$ cat src/hw/rtl/string_table_prefix_match_core_macros.svh
// ------------------------------------------------------------------------
// string_table_prefix_match_core assertion macros
// Shared concurrent assertion forms for the prefix match core.
// ------------------------------------------------------------------------
`ifndef STRING_TABLE_PREFIX_MATCH_CORE_MACROS_SVH
`define STRING_TABLE_PREFIX_MATCH_CORE_MACROS_SVH

// same-cycle implication
`define STPM_ASSERT_IMP(name, clk, rst, ante, cons) \
   name: assert property (@(posedge clk) disable iff (rst) (ante) |-> (cons)) \
      else $error("stpm check failed");

// next-cycle implication
`define STPM_ASSERT_NXT(name, clk, rst, ante, cons) \
   name: assert property (@(posedge clk) disable iff (rst) (ante) |=> (cons)) \
      else $error("stpm check failed");

`endif

$ cat src/hw/rtl/stpm_pkg.sv
// ------------------------------------------------------------------------
// stpm_pkg
// Types, widths and codes shared by the prefix match core.
// ------------------------------------------------------------------------
`default_nettype none

package stpm_pkg;

   localparam int DEF_NUM_SLOTS = 16;
   localparam int DEF_MAX_LEN   = 16;

   localparam int KIND_W = 2;
   localparam int SLOT_W = 4;
   localparam int POS_W  = 4;
   localparam int CHAR_W = 8;
   localparam int LEN_W  = 5;
   localparam int IDX_W  = 4;

   // queue between front and back
   localparam int QUEUE_DEPTH = 2;
   localparam int QPTR_W      = 1;
   localparam int QCNT_W      = 2;

   typedef enum logic [KIND_W-1:0] {
      KIND_WRITE_BYTE  = 2'd0,
      KIND_SET_LENGTH  = 2'd1,
      KIND_SEARCH_CHAR = 2'd2
   } kind_type;

   typedef enum logic [1:0] {
      OP_WRITE_BYTE,
      OP_SET_LENGTH,
      OP_SEARCH
   } op_type;

   typedef struct packed {
      op_type             op;
      logic [SLOT_W-1:0]  slot;
      logic [POS_W-1:0]   position;
      logic [CHAR_W-1:0]  char_value;
      logic [LEN_W-1:0]   slot_length;
      logic               last;
   } op_item_type;

   typedef struct packed {
      logic        push;
      op_item_type item;
   } q_push_type;

   typedef struct packed {
      logic        not_empty;
      logic        full;
      op_item_type head;
   } q_status_type;

   typedef enum logic [1:0] {
      B_IDLE,
      B_CMP,
      B_PICK
   } back_state_type;

endpackage

`default_nettype wire

$ cat src/hw/rtl/stpm_req_if.sv
// ------------------------------------------------------------------------
// stpm_req_if
// Request channel: table writes and search characters.
// ------------------------------------------------------------------------
`default_nettype none

interface stpm_req_if;
   import stpm_pkg::*;

   logic              valid;
   logic              ready;
   logic [KIND_W-1:0] kind;
   logic [SLOT_W-1:0] slot;
   logic [POS_W-1:0]  position;
   logic [CHAR_W-1:0] char_value;
   logic [LEN_W-1:0]  slot_length;
   logic              last;

   modport source (output valid, kind, slot, position, char_value, slot_length, last,
                   input ready);
   modport sink   (input valid, kind, slot, position, char_value, slot_length, last,
                   output ready);
endinterface

`default_nettype wire

$ cat src/hw/rtl/stpm_rsp_if.sv
// ------------------------------------------------------------------------
// stpm_rsp_if
// Response channel: one match result per completed search.
// ------------------------------------------------------------------------
`default_nettype none

interface stpm_rsp_if;
   import stpm_pkg::*;

   logic             valid;
   logic             ready;
   logic             found;
   logic [IDX_W-1:0] match_index;
   logic [LEN_W-1:0] matched_chars;

   modport source (output valid, found, match_index, matched_chars, input ready);
   modport sink   (input valid, found, match_index, matched_chars, output ready);
endinterface

`default_nettype wire

$ cat src/hw/rtl/stpm_front.sv
// ------------------------------------------------------------------------
// stpm_front
// Accepts request items, drops meaningless ones, clamps lengths.
// ------------------------------------------------------------------------
`default_nettype none

module stpm_front #(
   parameter int NUM_SLOTS = stpm_pkg::DEF_NUM_SLOTS,
   parameter int MAX_LEN   = stpm_pkg::DEF_MAX_LEN
) (
   stpm_req_if.sink                  req_ch,
   input  stpm_pkg::q_status_type    q_status,
   output stpm_pkg::q_push_type      q_push
);
   import stpm_pkg::*;

   logic        keep;
   op_item_type item;
   logic        slot_ok;
   logic        pos_ok;

   assign req_ch.ready = !q_status.full;

   assign slot_ok = int'(req_ch.slot) < NUM_SLOTS;
   assign pos_ok  = int'(req_ch.position) < MAX_LEN;

   always_comb begin
      item.op          = OP_SEARCH;
      item.slot        = req_ch.slot;
      item.position    = req_ch.position;
      item.char_value  = req_ch.char_value;
      item.last        = req_ch.last;
      item.slot_length = req_ch.slot_length;
      keep             = 1'b0;
      unique case (req_ch.kind)
         KIND_WRITE_BYTE: begin
            item.op = OP_WRITE_BYTE;
            keep    = slot_ok && pos_ok;
         end
         KIND_SET_LENGTH: begin
            item.op = OP_SET_LENGTH;
            keep    = slot_ok;
            if (int'(req_ch.slot_length) > MAX_LEN)
               item.slot_length = LEN_W'(MAX_LEN);
         end
         KIND_SEARCH_CHAR: begin
            item.op = OP_SEARCH;
            keep    = 1'b1;
         end
         default: keep = 1'b0;
      endcase
   end

   assign q_push.push = req_ch.valid && req_ch.ready && keep;
   assign q_push.item = item;

endmodule

`default_nettype wire

$ cat src/hw/rtl/stpm_queue.sv
// ------------------------------------------------------------------------
// stpm_queue
// Two-entry item queue between front and back.
// ------------------------------------------------------------------------
`default_nettype none

module stpm_queue (
   input  logic                    clock,
   input  logic                    reset,
   input  stpm_pkg::q_push_type    q_push,
   input  logic                    pop,
   output stpm_pkg::q_status_type  q_status
);
   import stpm_pkg::*;

   op_item_type         entry_ff [QUEUE_DEPTH];
   logic [QPTR_W-1:0]   wr_ptr_ff, wr_ptr_in;
   logic [QPTR_W-1:0]   rd_ptr_ff, rd_ptr_in;
   logic [QCNT_W-1:0]   cnt_ff, cnt_in;
   logic                do_pop;

   assign do_pop = pop && (cnt_ff != '0);

   always_comb begin
      wr_ptr_in = wr_ptr_ff;
      rd_ptr_in = rd_ptr_ff;
      cnt_in    = cnt_ff;
      if (q_push.push) wr_ptr_in = wr_ptr_ff + QPTR_W'(1);
      if (do_pop)      rd_ptr_in = rd_ptr_ff + QPTR_W'(1);
      if (q_push.push && !do_pop)      cnt_in = cnt_ff + QCNT_W'(1);
      else if (!q_push.push && do_pop) cnt_in = cnt_ff - QCNT_W'(1);
   end

   always_ff @(posedge clock) begin
      if (reset) begin
         wr_ptr_ff <= '0;
         rd_ptr_ff <= '0;
         cnt_ff    <= '0;
      end else begin
         wr_ptr_ff <= wr_ptr_in;
         rd_ptr_ff <= rd_ptr_in;
         cnt_ff    <= cnt_in;
      end
   end

   always_ff @(posedge clock) begin
      if (q_push.push)
         entry_ff[wr_ptr_ff] <= q_push.item;
   end

   assign q_status.not_empty = cnt_ff != '0;
   assign q_status.full      = cnt_ff == QCNT_W'(QUEUE_DEPTH);
   assign q_status.head      = entry_ff[rd_ptr_ff];

endmodule

`default_nettype wire

$ cat src/hw/rtl/stpm_back.sv
// ------------------------------------------------------------------------
// stpm_back
// Slot table, per-slot match tracking and result selection.
// ------------------------------------------------------------------------
`default_nettype none
`include "string_table_prefix_match_core_macros.svh"

module stpm_back #(
   parameter int NUM_SLOTS = stpm_pkg::DEF_NUM_SLOTS,
   parameter int MAX_LEN   = stpm_pkg::DEF_MAX_LEN
) (
   input  logic                    clock,
   input  logic                    reset,
   input  stpm_pkg::q_status_type  q_status,
   output logic                    pop,
   stpm_rsp_if.source              rsp_ch
);
   import stpm_pkg::*;

   localparam int CNT_W  = $clog2(MAX_LEN + 1);
   localparam int ADDR_W = $clog2(MAX_LEN);
   localparam int SIDX_W = $clog2(NUM_SLOTS);

   back_state_type       state_ff, state_in;

   logic [CHAR_W-1:0]    mem_ff [NUM_SLOTS][MAX_LEN];
   logic [CHAR_W-1:0]    rd_byte_ff [NUM_SLOTS];
   logic [LEN_W-1:0]     len_ff [NUM_SLOTS];
   logic [NUM_SLOTS-1:0] alive_ff, alive_in;
   logic [NUM_SLOTS-1:0] qual_ff, qual_in;
   logic [CNT_W-1:0]     count_ff, count_in;
   logic [CHAR_W-1:0]    cur_char_ff;
   logic                 cur_last_ff;

   logic                 rsp_valid_ff, rsp_valid_in;
   logic                 rsp_found_ff, rsp_found_in;
   logic [IDX_W-1:0]     rsp_idx_ff, rsp_idx_in;
   logic [LEN_W-1:0]     rsp_len_ff, rsp_len_in;

   logic                 out_free;
   logic                 wr_byte, wr_len, search_start, cmp_en, pick;
   logic [ADDR_W-1:0]    rd_addr;
   logic [NUM_SLOTS-1:0] mismatch;
   logic [NUM_SLOTS-1:0] low_bit;
   logic                 count_room;

   assign out_free = !rsp_valid_ff || rsp_ch.ready;

   // next state
   always_comb begin
      state_in = state_ff;
      unique case (state_ff)
         B_IDLE:
            if (q_status.not_empty && q_status.head.op == OP_SEARCH) state_in = B_CMP;
         B_CMP:
            state_in = cur_last_ff ? B_PICK : B_IDLE;
         B_PICK:
            if (out_free) state_in = B_IDLE;
         default: state_in = B_IDLE;
      endcase
   end

   // controls
   always_comb begin
      pop          = 1'b0;
      wr_byte      = 1'b0;
      wr_len       = 1'b0;
      search_start = 1'b0;
      cmp_en       = 1'b0;
      pick         = 1'b0;
      unique case (state_ff)
         B_IDLE: begin
            pop          = q_status.not_empty;
            wr_byte      = q_status.not_empty && q_status.head.op == OP_WRITE_BYTE;
            wr_len       = q_status.not_empty && q_status.head.op == OP_SET_LENGTH;
            search_start = q_status.not_empty && q_status.head.op == OP_SEARCH;
         end
         B_CMP:  cmp_en = 1'b1;
         B_PICK: pick   = out_free;
         default: pop   = 1'b0;
      endcase
   end

   always_ff @(posedge clock) begin
      if (reset) state_ff <= B_IDLE;
      else       state_ff <= state_in;
   end

   assign count_room = count_ff < CNT_W'(MAX_LEN);
   // the saturated count would index past the row
   assign rd_addr    = count_room ? count_ff[ADDR_W-1:0] : '0;

   // byte table, one row per slot, all rows read at the current position
   always_ff @(posedge clock) begin
      if (wr_byte)
         mem_ff[SIDX_W'(q_status.head.slot)][ADDR_W'(q_status.head.position)] <=
            q_status.head.char_value;
      if (search_start) begin
         for (int i = 0; i < NUM_SLOTS; i++)
            rd_byte_ff[i] <= mem_ff[i][rd_addr];
      end
   end

   always_ff @(posedge clock) begin
      if (reset) begin
         for (int i = 0; i < NUM_SLOTS; i++) len_ff[i] <= '0;
      end else if (wr_len) begin
         len_ff[SIDX_W'(q_status.head.slot)] <= q_status.head.slot_length;
      end
   end

   always_ff @(posedge clock) begin
      if (search_start) begin
         cur_char_ff <= q_status.head.char_value;
         cur_last_ff <= q_status.head.last;
      end
   end

   always_comb begin
      for (int i = 0; i < NUM_SLOTS; i++)
         mismatch[i] = count_room && (count_ff < len_ff[i]) && (rd_byte_ff[i] != cur_char_ff);
      alive_in = alive_ff;
      count_in = count_ff;
      if (cmp_en) begin
         alive_in = alive_ff & ~mismatch;
         if (count_room) count_in = count_ff + CNT_W'(1);
      end else if (pick) begin
         alive_in = {NUM_SLOTS{1'b1}};
         count_in = '0;
      end
      for (int i = 0; i < NUM_SLOTS; i++)
         qual_in[i] = alive_in[i] && (len_ff[i] != '0) && (len_ff[i] <= count_in);
   end

   always_ff @(posedge clock) begin
      if (reset) begin
         alive_ff <= {NUM_SLOTS{1'b1}};
         count_ff <= '0;
      end else begin
         alive_ff <= alive_in;
         count_ff <= count_in;
      end
   end

   always_ff @(posedge clock) begin
      if (cmp_en) qual_ff <= qual_in;
   end

   // lowest qualified slot: isolate lowest set bit, then OR-select
   assign low_bit = qual_ff & (~qual_ff + NUM_SLOTS'(1));

   always_comb begin
      rsp_valid_in = rsp_valid_ff && !rsp_ch.ready;
      rsp_found_in = rsp_found_ff;
      rsp_idx_in   = rsp_idx_ff;
      rsp_len_in   = rsp_len_ff;
      if (pick) begin
         rsp_valid_in = 1'b1;
         rsp_found_in = |qual_ff;
         rsp_idx_in   = '0;
         rsp_len_in   = '0;
         for (int i = 0; i < NUM_SLOTS; i++) begin
            if (low_bit[i]) begin
               rsp_idx_in = rsp_idx_in | IDX_W'(i);
               rsp_len_in = rsp_len_in | len_ff[i];
            end
         end
      end
   end

   always_ff @(posedge clock) begin
      if (reset) rsp_valid_ff <= 1'b0;
      else       rsp_valid_ff <= rsp_valid_in;
      rsp_found_ff <= rsp_found_in;
      rsp_idx_ff   <= rsp_idx_in;
      rsp_len_ff   <= rsp_len_in;
   end

   assign rsp_ch.valid         = rsp_valid_ff;
   assign rsp_ch.found         = rsp_found_ff;
   assign rsp_ch.match_index   = rsp_idx_ff;
   assign rsp_ch.matched_chars = rsp_len_ff;

   `STPM_ASSERT_IMP(a_pick_counted, clock, reset, state_ff == B_PICK, count_ff != '0)
   `STPM_ASSERT_NXT(a_rearm, clock, reset, pick, (alive_ff == {NUM_SLOTS{1'b1}}) && (count_ff == '0))
   `STPM_ASSERT_IMP(a_found_len, clock, reset, rsp_valid_ff && rsp_found_ff, rsp_len_ff != '0)
   `STPM_ASSERT_IMP(a_miss_zero, clock, reset, rsp_valid_ff && !rsp_found_ff, (rsp_idx_ff == '0) && (rsp_len_ff == '0))
   `STPM_ASSERT_IMP(a_count_sat, clock, reset, 1'b1, count_ff <= CNT_W'(MAX_LEN))

endmodule

`default_nettype wire

$ cat src/hw/rtl/string_table_prefix_match_core.sv
// ------------------------------------------------------------------------
// string_table_prefix_match_core
// A table of NUM_SLOTS strings searched by streamed characters: on the last
// character the lowest non-empty slot whose string is a prefix of the search
// string is reported. The front takes one item per cycle while its two-entry
// queue has room; the back applies a byte or length write in its idle state,
// handles a search character in two steps (registered read of every slot row
// at the current position, then the per-slot compare) and on a last character
// goes on to a pick state to choose the lowest matching slot and load the
// result register once it is free; the result waits there until taken. The
// back takes a new search character only after the compare of the last one.
// ------------------------------------------------------------------------
`default_nettype none

module string_table_prefix_match_core #(
   parameter int NUM_SLOTS = stpm_pkg::DEF_NUM_SLOTS,
   parameter int MAX_LEN   = stpm_pkg::DEF_MAX_LEN
) (
   input  logic        clock,
   input  logic        reset,
   stpm_req_if.sink    req_ch,
   stpm_rsp_if.source  rsp_ch
);
   import stpm_pkg::*;

   q_push_type   q_push;
   q_status_type q_status;
   logic         pop;

   stpm_front #(
      .NUM_SLOTS (NUM_SLOTS),
      .MAX_LEN   (MAX_LEN)
   ) u_front (
      .req_ch   (req_ch),
      .q_status (q_status),
      .q_push   (q_push)
   );

   stpm_queue u_queue (
      .clock    (clock),
      .reset    (reset),
      .q_push   (q_push),
      .pop      (pop),
      .q_status (q_status)
   );

   stpm_back #(
      .NUM_SLOTS (NUM_SLOTS),
      .MAX_LEN   (MAX_LEN)
   ) u_back (
      .clock    (clock),
      .reset    (reset),
      .q_status (q_status),
      .pop      (pop),
      .rsp_ch   (rsp_ch)
   );

endmodule

`default_nettype wire
$ cat src/flat_wrapper.sv
// flat-port wrapper written by rule: the top's interface ports become plain ports
module string_table_prefix_match_core_flat import stpm_pkg::*;
#(
   parameter int NUM_SLOTS = stpm_pkg::DEF_NUM_SLOTS,
   parameter int MAX_LEN   = stpm_pkg::DEF_MAX_LEN
)
  (clock, reset, req_ch_valid, req_ch_kind, req_ch_slot, req_ch_position, req_ch_char_value, req_ch_slot_length, req_ch_last, req_ch_ready, rsp_ch_valid, rsp_ch_found, rsp_ch_match_index, rsp_ch_matched_chars, rsp_ch_ready);
  stpm_req_if req_ch_i ();
  stpm_rsp_if rsp_ch_i ();
  input  logic clock;
  input  logic reset;
  input wire logic [$bits(req_ch_i.valid)-1:0] req_ch_valid;
  input wire logic [$bits(req_ch_i.kind)-1:0] req_ch_kind;
  input wire logic [$bits(req_ch_i.slot)-1:0] req_ch_slot;
  input wire logic [$bits(req_ch_i.position)-1:0] req_ch_position;
  input wire logic [$bits(req_ch_i.char_value)-1:0] req_ch_char_value;
  input wire logic [$bits(req_ch_i.slot_length)-1:0] req_ch_slot_length;
  input wire logic [$bits(req_ch_i.last)-1:0] req_ch_last;
  output wire logic [$bits(req_ch_i.ready)-1:0] req_ch_ready;
  output wire logic [$bits(rsp_ch_i.valid)-1:0] rsp_ch_valid;
  output wire logic [$bits(rsp_ch_i.found)-1:0] rsp_ch_found;
  output wire logic [$bits(rsp_ch_i.match_index)-1:0] rsp_ch_match_index;
  output wire logic [$bits(rsp_ch_i.matched_chars)-1:0] rsp_ch_matched_chars;
  input wire logic [$bits(rsp_ch_i.ready)-1:0] rsp_ch_ready;
  assign req_ch_i.valid = req_ch_valid;
  assign req_ch_i.kind = req_ch_kind;
  assign req_ch_i.slot = req_ch_slot;
  assign req_ch_i.position = req_ch_position;
  assign req_ch_i.char_value = req_ch_char_value;
  assign req_ch_i.slot_length = req_ch_slot_length;
  assign req_ch_i.last = req_ch_last;
  assign req_ch_ready = req_ch_i.ready;
  assign rsp_ch_valid = rsp_ch_i.valid;
  assign rsp_ch_found = rsp_ch_i.found;
  assign rsp_ch_match_index = rsp_ch_i.match_index;
  assign rsp_ch_matched_chars = rsp_ch_i.matched_chars;
  assign rsp_ch_i.ready = rsp_ch_ready;
  string_table_prefix_match_core #(.NUM_SLOTS(NUM_SLOTS), .MAX_LEN(MAX_LEN)) u_core (.clock(clock), .reset(reset), .req_ch(req_ch_i), .rsp_ch(rsp_ch_i));
endmodule
$ cat config.mk
export PLATFORM = sky130hd
export DESIGN_NAME = string_table_prefix_match_core_flat
export DESIGN_NICKNAME = d
export VERILOG_FILES = /design/src/hw/rtl/stpm_pkg.sv /design/src/hw/rtl/stpm_req_if.sv /design/src/hw/rtl/stpm_rsp_if.sv /design/src/hw/rtl/stpm_front.sv /design/src/hw/rtl/stpm_queue.sv /design/src/hw/rtl/stpm_back.sv /design/src/hw/rtl/string_table_prefix_match_core.sv /design/src/flat_wrapper.sv
export VERILOG_INCLUDE_DIRS = /design/src /design/src/hw/rtl
export SDC_FILE = /design/constraint.sdc
export NUM_CORES = 2
export LEC_CHECK = 0
export BUFFER_PORTS_ARGS = -buffer_cell sky130_fd_sc_hd__buf_2
export CORE_UTILIZATION = 40
export CTS_BUF_LIST = sky130_fd_sc_hd__clkbuf_4
export DETAILED_ROUTE_END_ITERATION = 8
export GPL_TIMING_DRIVEN = 0
export SYNTH_ARGS = -nofsm -noshare
export SYNTH_HDL_FRONTEND = slang
export SYNTH_HIERARCHICAL = 1
export SYNTH_SLANG_ARGS = --single-unit
$ cat constraint.sdc
create_clock -name clock -period 8.5 [get_ports clock]
set_clock_uncertainty 0.2 [all_clocks]
set_input_delay 0 -clock clock [delete_from_list [all_inputs] [get_ports clock]]
set_output_delay 0 -clock clock [all_outputs]
set_load 0.005 [all_outputs]
==> results.json <==
{
  "status": "finished with violations",
  "violations": "capacitance limit, slew limit",
  "synth_seq_cells": 2368,
  "required_ns": 9.46,
  "ys_types": 63,
  "cts.clk_slew.worst_paths_ns": 0.07,
  "ctsHoldBuffers": 93,
  "tightest_slew_ns": 1.62,
  "synth-compound-area-share_pct": 3.77,
  "hold_viol_final": 0,
  "via_per_inst": 5.71,
  "port_buffers": 22,
  "synthAdderAreaFrac_pct": 1.94,
  "critical_path_buf_inv_count": 4,
  "synth.area.top_cells": "edfxtp_1 (74%), mux4_2 (12%), a22oi_1 (2.1%)",
  "drive_above_1_share_pct": 27.0,
  "ios": 40,
  "setup_viol": 0,
  "cts_buffers": 615,
  "drv_slew": 21,
  "cp-start-kind": "flip-flop",
  "cts_setup_buffers": 0,
  "synthSimpleGateAreaFrac_pct": 4.00,
  "final_antenna_net_count": 0,
  "dp_hpwl_um": 166000,
  "clock_latency_ns": 1.41,
  "ys_seq_area_share_pct": 74.9,
  "dr.pass1.iters": 5,
  "synth.cell_area_mm2": 0.0946,
  "synth_edf_count": 2339,
  "wl_per_cell_um": 29.2,
  "grt.overflow.total": 0,
  "cts-root-buf": "clkbuf_4",
  "die_area_mm2": 0.238,
  "grt_max_degree": 150,
  "dp_worst_setup_slack_ns": 2.44,
  "routed_wl_um": 267000,
  "synthArstFlopShare_pct": 0,
  "rsz0062_at_grt": "false",
  "gp_congestion": 0.844,
  "fin_tns_setup_ns": 0,
  "rows": 178,
  "synthesis.nets": 5051,
  "p_per_area_mw_per_mm2": 250,
  "synth_xor_area_share_pct": 1.22,
  "drt_iter0_markers": 5964,
  "synth-main-ff-cell": "edfxtp_1",
  "antenna_found_initial": 17,
  "cp.arrival_ns": 7.13,
  "grt_pass1_wl_um": 377000,
  "crit_family": "buffers and inverters",
  "yosysTopAreaCell": "edfxtp_1",
  "start_util_pct": 40.2,
  "ys.warnings.count": 6,
  "muxShareOfSynthArea_pct": 12.6,
  "grt_pass1_vias": 52900,
  "total_power_mw": 26.9,
  "fin_ws_ns": 2.33,
  "period_needed_ns": 6.17,
  "crit_type": "flip-flop to flip-flop",
  "fmax_ghz": 0.162,
  "period_share_pct": 72.6,
  "endpoint_kind": "flip-flop",
  "cts_htree_levels": 6,
  "synth_top_family_by_area": "multiplexers",
  "cts_tree": "yes",
  "via_count": 52300,
  "crit_chain": "nor2b_1, buf_2, clkbuf_2, clkbuf_1, buf_8, nand4_1, nand3_1, o21a_1, ha_1, a211oi_1, a21oi_1, a311oi_1",
  "power_leakage_nw": 34.5,
  "slowest_stage": "dfxtp_1",
  "slew_headroom_pct": -7.90,
  "die_h_um": 488,
  "cts_resized": 0,
  "core_region_area_mm2": 0.235,
  "syn_area_per_cell_um2": 19.4,
  "ir_drop_mv": 0.187,
  "syn_inst": 4876,
  "nets": 5812,
  "dieWidth_um": 488,
  "worstPathMaxFanout": 19,
  "cts_buffer_depth": 4,
  "cts_sinks": 2368,
  "slowest_delay_ns": 1.20,
  "post-route-util_pct": 45.7,
  "area_growth_pct": 13.7,
  "synth_top_area_share_pct": 74.3,
  "route.detailed.drc": 0,
  "max_cap_viol_count": 3,
  "hp-class": "primary input to flip-flop",
  "grt_usage_pct": 22.4
}
-- metal layers --
metal  share of wire [%]  global-route usage [%]  vias to the layer above
li1                    -                       -                    21800
met1                  40                    30.4                    27400
met2                  47                    35.3                     2690
met3                 9.2                    5.15                      462
met4                 3.1                    8.45                        4
met5              0.0097                       0                        -
-- worst reg2reg max path, cell delays in order (launching register included) --
cell	delay, ns
dfxtp_1	1.20
nor2b_1	0.25
buf_2	0.30
clkbuf_2	0.68
clkbuf_1	0.59
buf_8	0.27
nand4_1	0.15
nand3_1	0.16
o21a_1	0.97
ha_1	0.44
a211oi_1	0.22
a21oi_1	0.10
a311oi_1	0.35
-- cells in the mapped netlist, types with 34 or more instances --
master	instances
o21ai_0	36
a22oi_1	263
inv_1	88
nand2_1	227
a21oi_1	46
buf_2	71
nor2_1	325
o211ai_1	34
xnor2_1	129
mux4_2	512
ha_1	147
clkbuf_1	174
and3_1	82
edfxtp_1	2339
nand4_1	40
a211oi_1	35
-- state kept, by name, indices dropped and copies added, names as in the netlist, named ones only --
| signal | cells |
|---|---|
| u_core/u_back/alive_ff | 16 |
| u_core/u_back/count_ff | 5 |
| u_core/u_back/cur_char_ff | 8 |
| u_core/u_back/cur_last_ff | 1 |
| u_core/u_back/len_ff | 80 |
| u_core/u_back/mem_ff | 2048 |
| u_core/u_back/qual_ff | 16 |
| u_core/u_back/rd_byte_ff | 128 |
| u_core/u_back/rsp_ch.found | 1 |
| u_core/u_back/rsp_ch.match_index | 4 |
| u_core/u_back/rsp_ch.matched_chars | 5 |
| u_core/u_back/rsp_ch.valid | 1 |
| u_core/u_back/state_ff | 2 |
| u_core/u_queue/cnt_ff | 2 |
| u_core/u_queue/entry_ff | 48 |
| u_core/u_queue/rd_ptr_ff | 1 |
| u_core/u_queue/wr_ptr_ff | 1 |
-- cell type report --
cell class,instances,area (um2)
antenna,18,45.0
clock inverter,119,616
fill,20200,128000
sequential,2368,70800
inverter,89,334
multi-input combinational,2141,22400
buffer,278,1240
clock buffer,860,6460
tap,3150,3940
timing repair buffer,144,1760
-- cell families after synthesis --
family / Yosys count
AO/OA/AOI/OAI: 502
multiplexers: 543
XOR/XNOR: 132
adder cells (fa/ha/maj): 147
AND/OR/NAND/NOR: 817
buffers and inverters: 367
flip-flops: 2368
-- where the power goes --
| group | switching [mW] | leakage, nW | internal (mW) |
|---|---|---|---|
| logic | 2.53 | 8.82 | 1.05 |
| registers | 0.100 | 21.4 | 14.0 |
| clock network | 4.46 | 4.25 | 4.76 |
| total | 7.09 | 34.5 | 19.8 |
-- placed cells by master (no fill, tap or decap), types with 27 or more instances in the layout --
cell type,count
a211oi_1,35
a21oi_1,46
a22oi_1,262
and3_1,82
buf_2,94
clkbuf_1,146
clkbuf_2,29
clkbuf_4,860
clkinv_1,87
dlygate4sd3_1,93
edfxtp_1,2339
ha_1,147
inv_1,88
mux4_2,512
nand2_1,227
nand3_1,27
nand4_1,40
nor2_1,325
nor2b_1,28
o211ai_1,34
o21ai_0,35
xnor2_1,129
-- per-stage QoR --
step,area [um2],std cells,hold WS (ns)
2_1_floorplan,94600,4876,-0.131
3_3_place_gp,98600,8048,-0.0143
3_5_place_dp,99500,8077,-0.0121
4_1_cts,108000,9149,0.0558
5_1_grt,108000,9153,0.177
6_report,108000,9167,0.232
-- path summary, 6_finish.rpt --
check | startpoint | endpoint | slack, ns | cells after the start
setup / recovery | u_core/u_back/count_ff[1]$_SDFF_PP0_ | u_core/u_back/qual_ff[10]$_DFFE_PP_ | 2.33 | 12
hold / removal | req_ch_position[2] | u_core/u_queue/entry_ff[0][16]$_DFFE_PP_ | 0.23 | 4
setup reg to reg | u_core/u_back/count_ff[1]$_SDFF_PP0_ | u_core/u_back/qual_ff[10]$_DFFE_PP_ | 2.33 | 12
hold reg to reg | u_core/u_back/cur_last_ff$_DFFE_PP_ | u_core/u_back/state_ff[1]$_SDFFE_PP0P_ | 0.30 | 2
No activity file was read; power rests on OpenSTA's default activity.
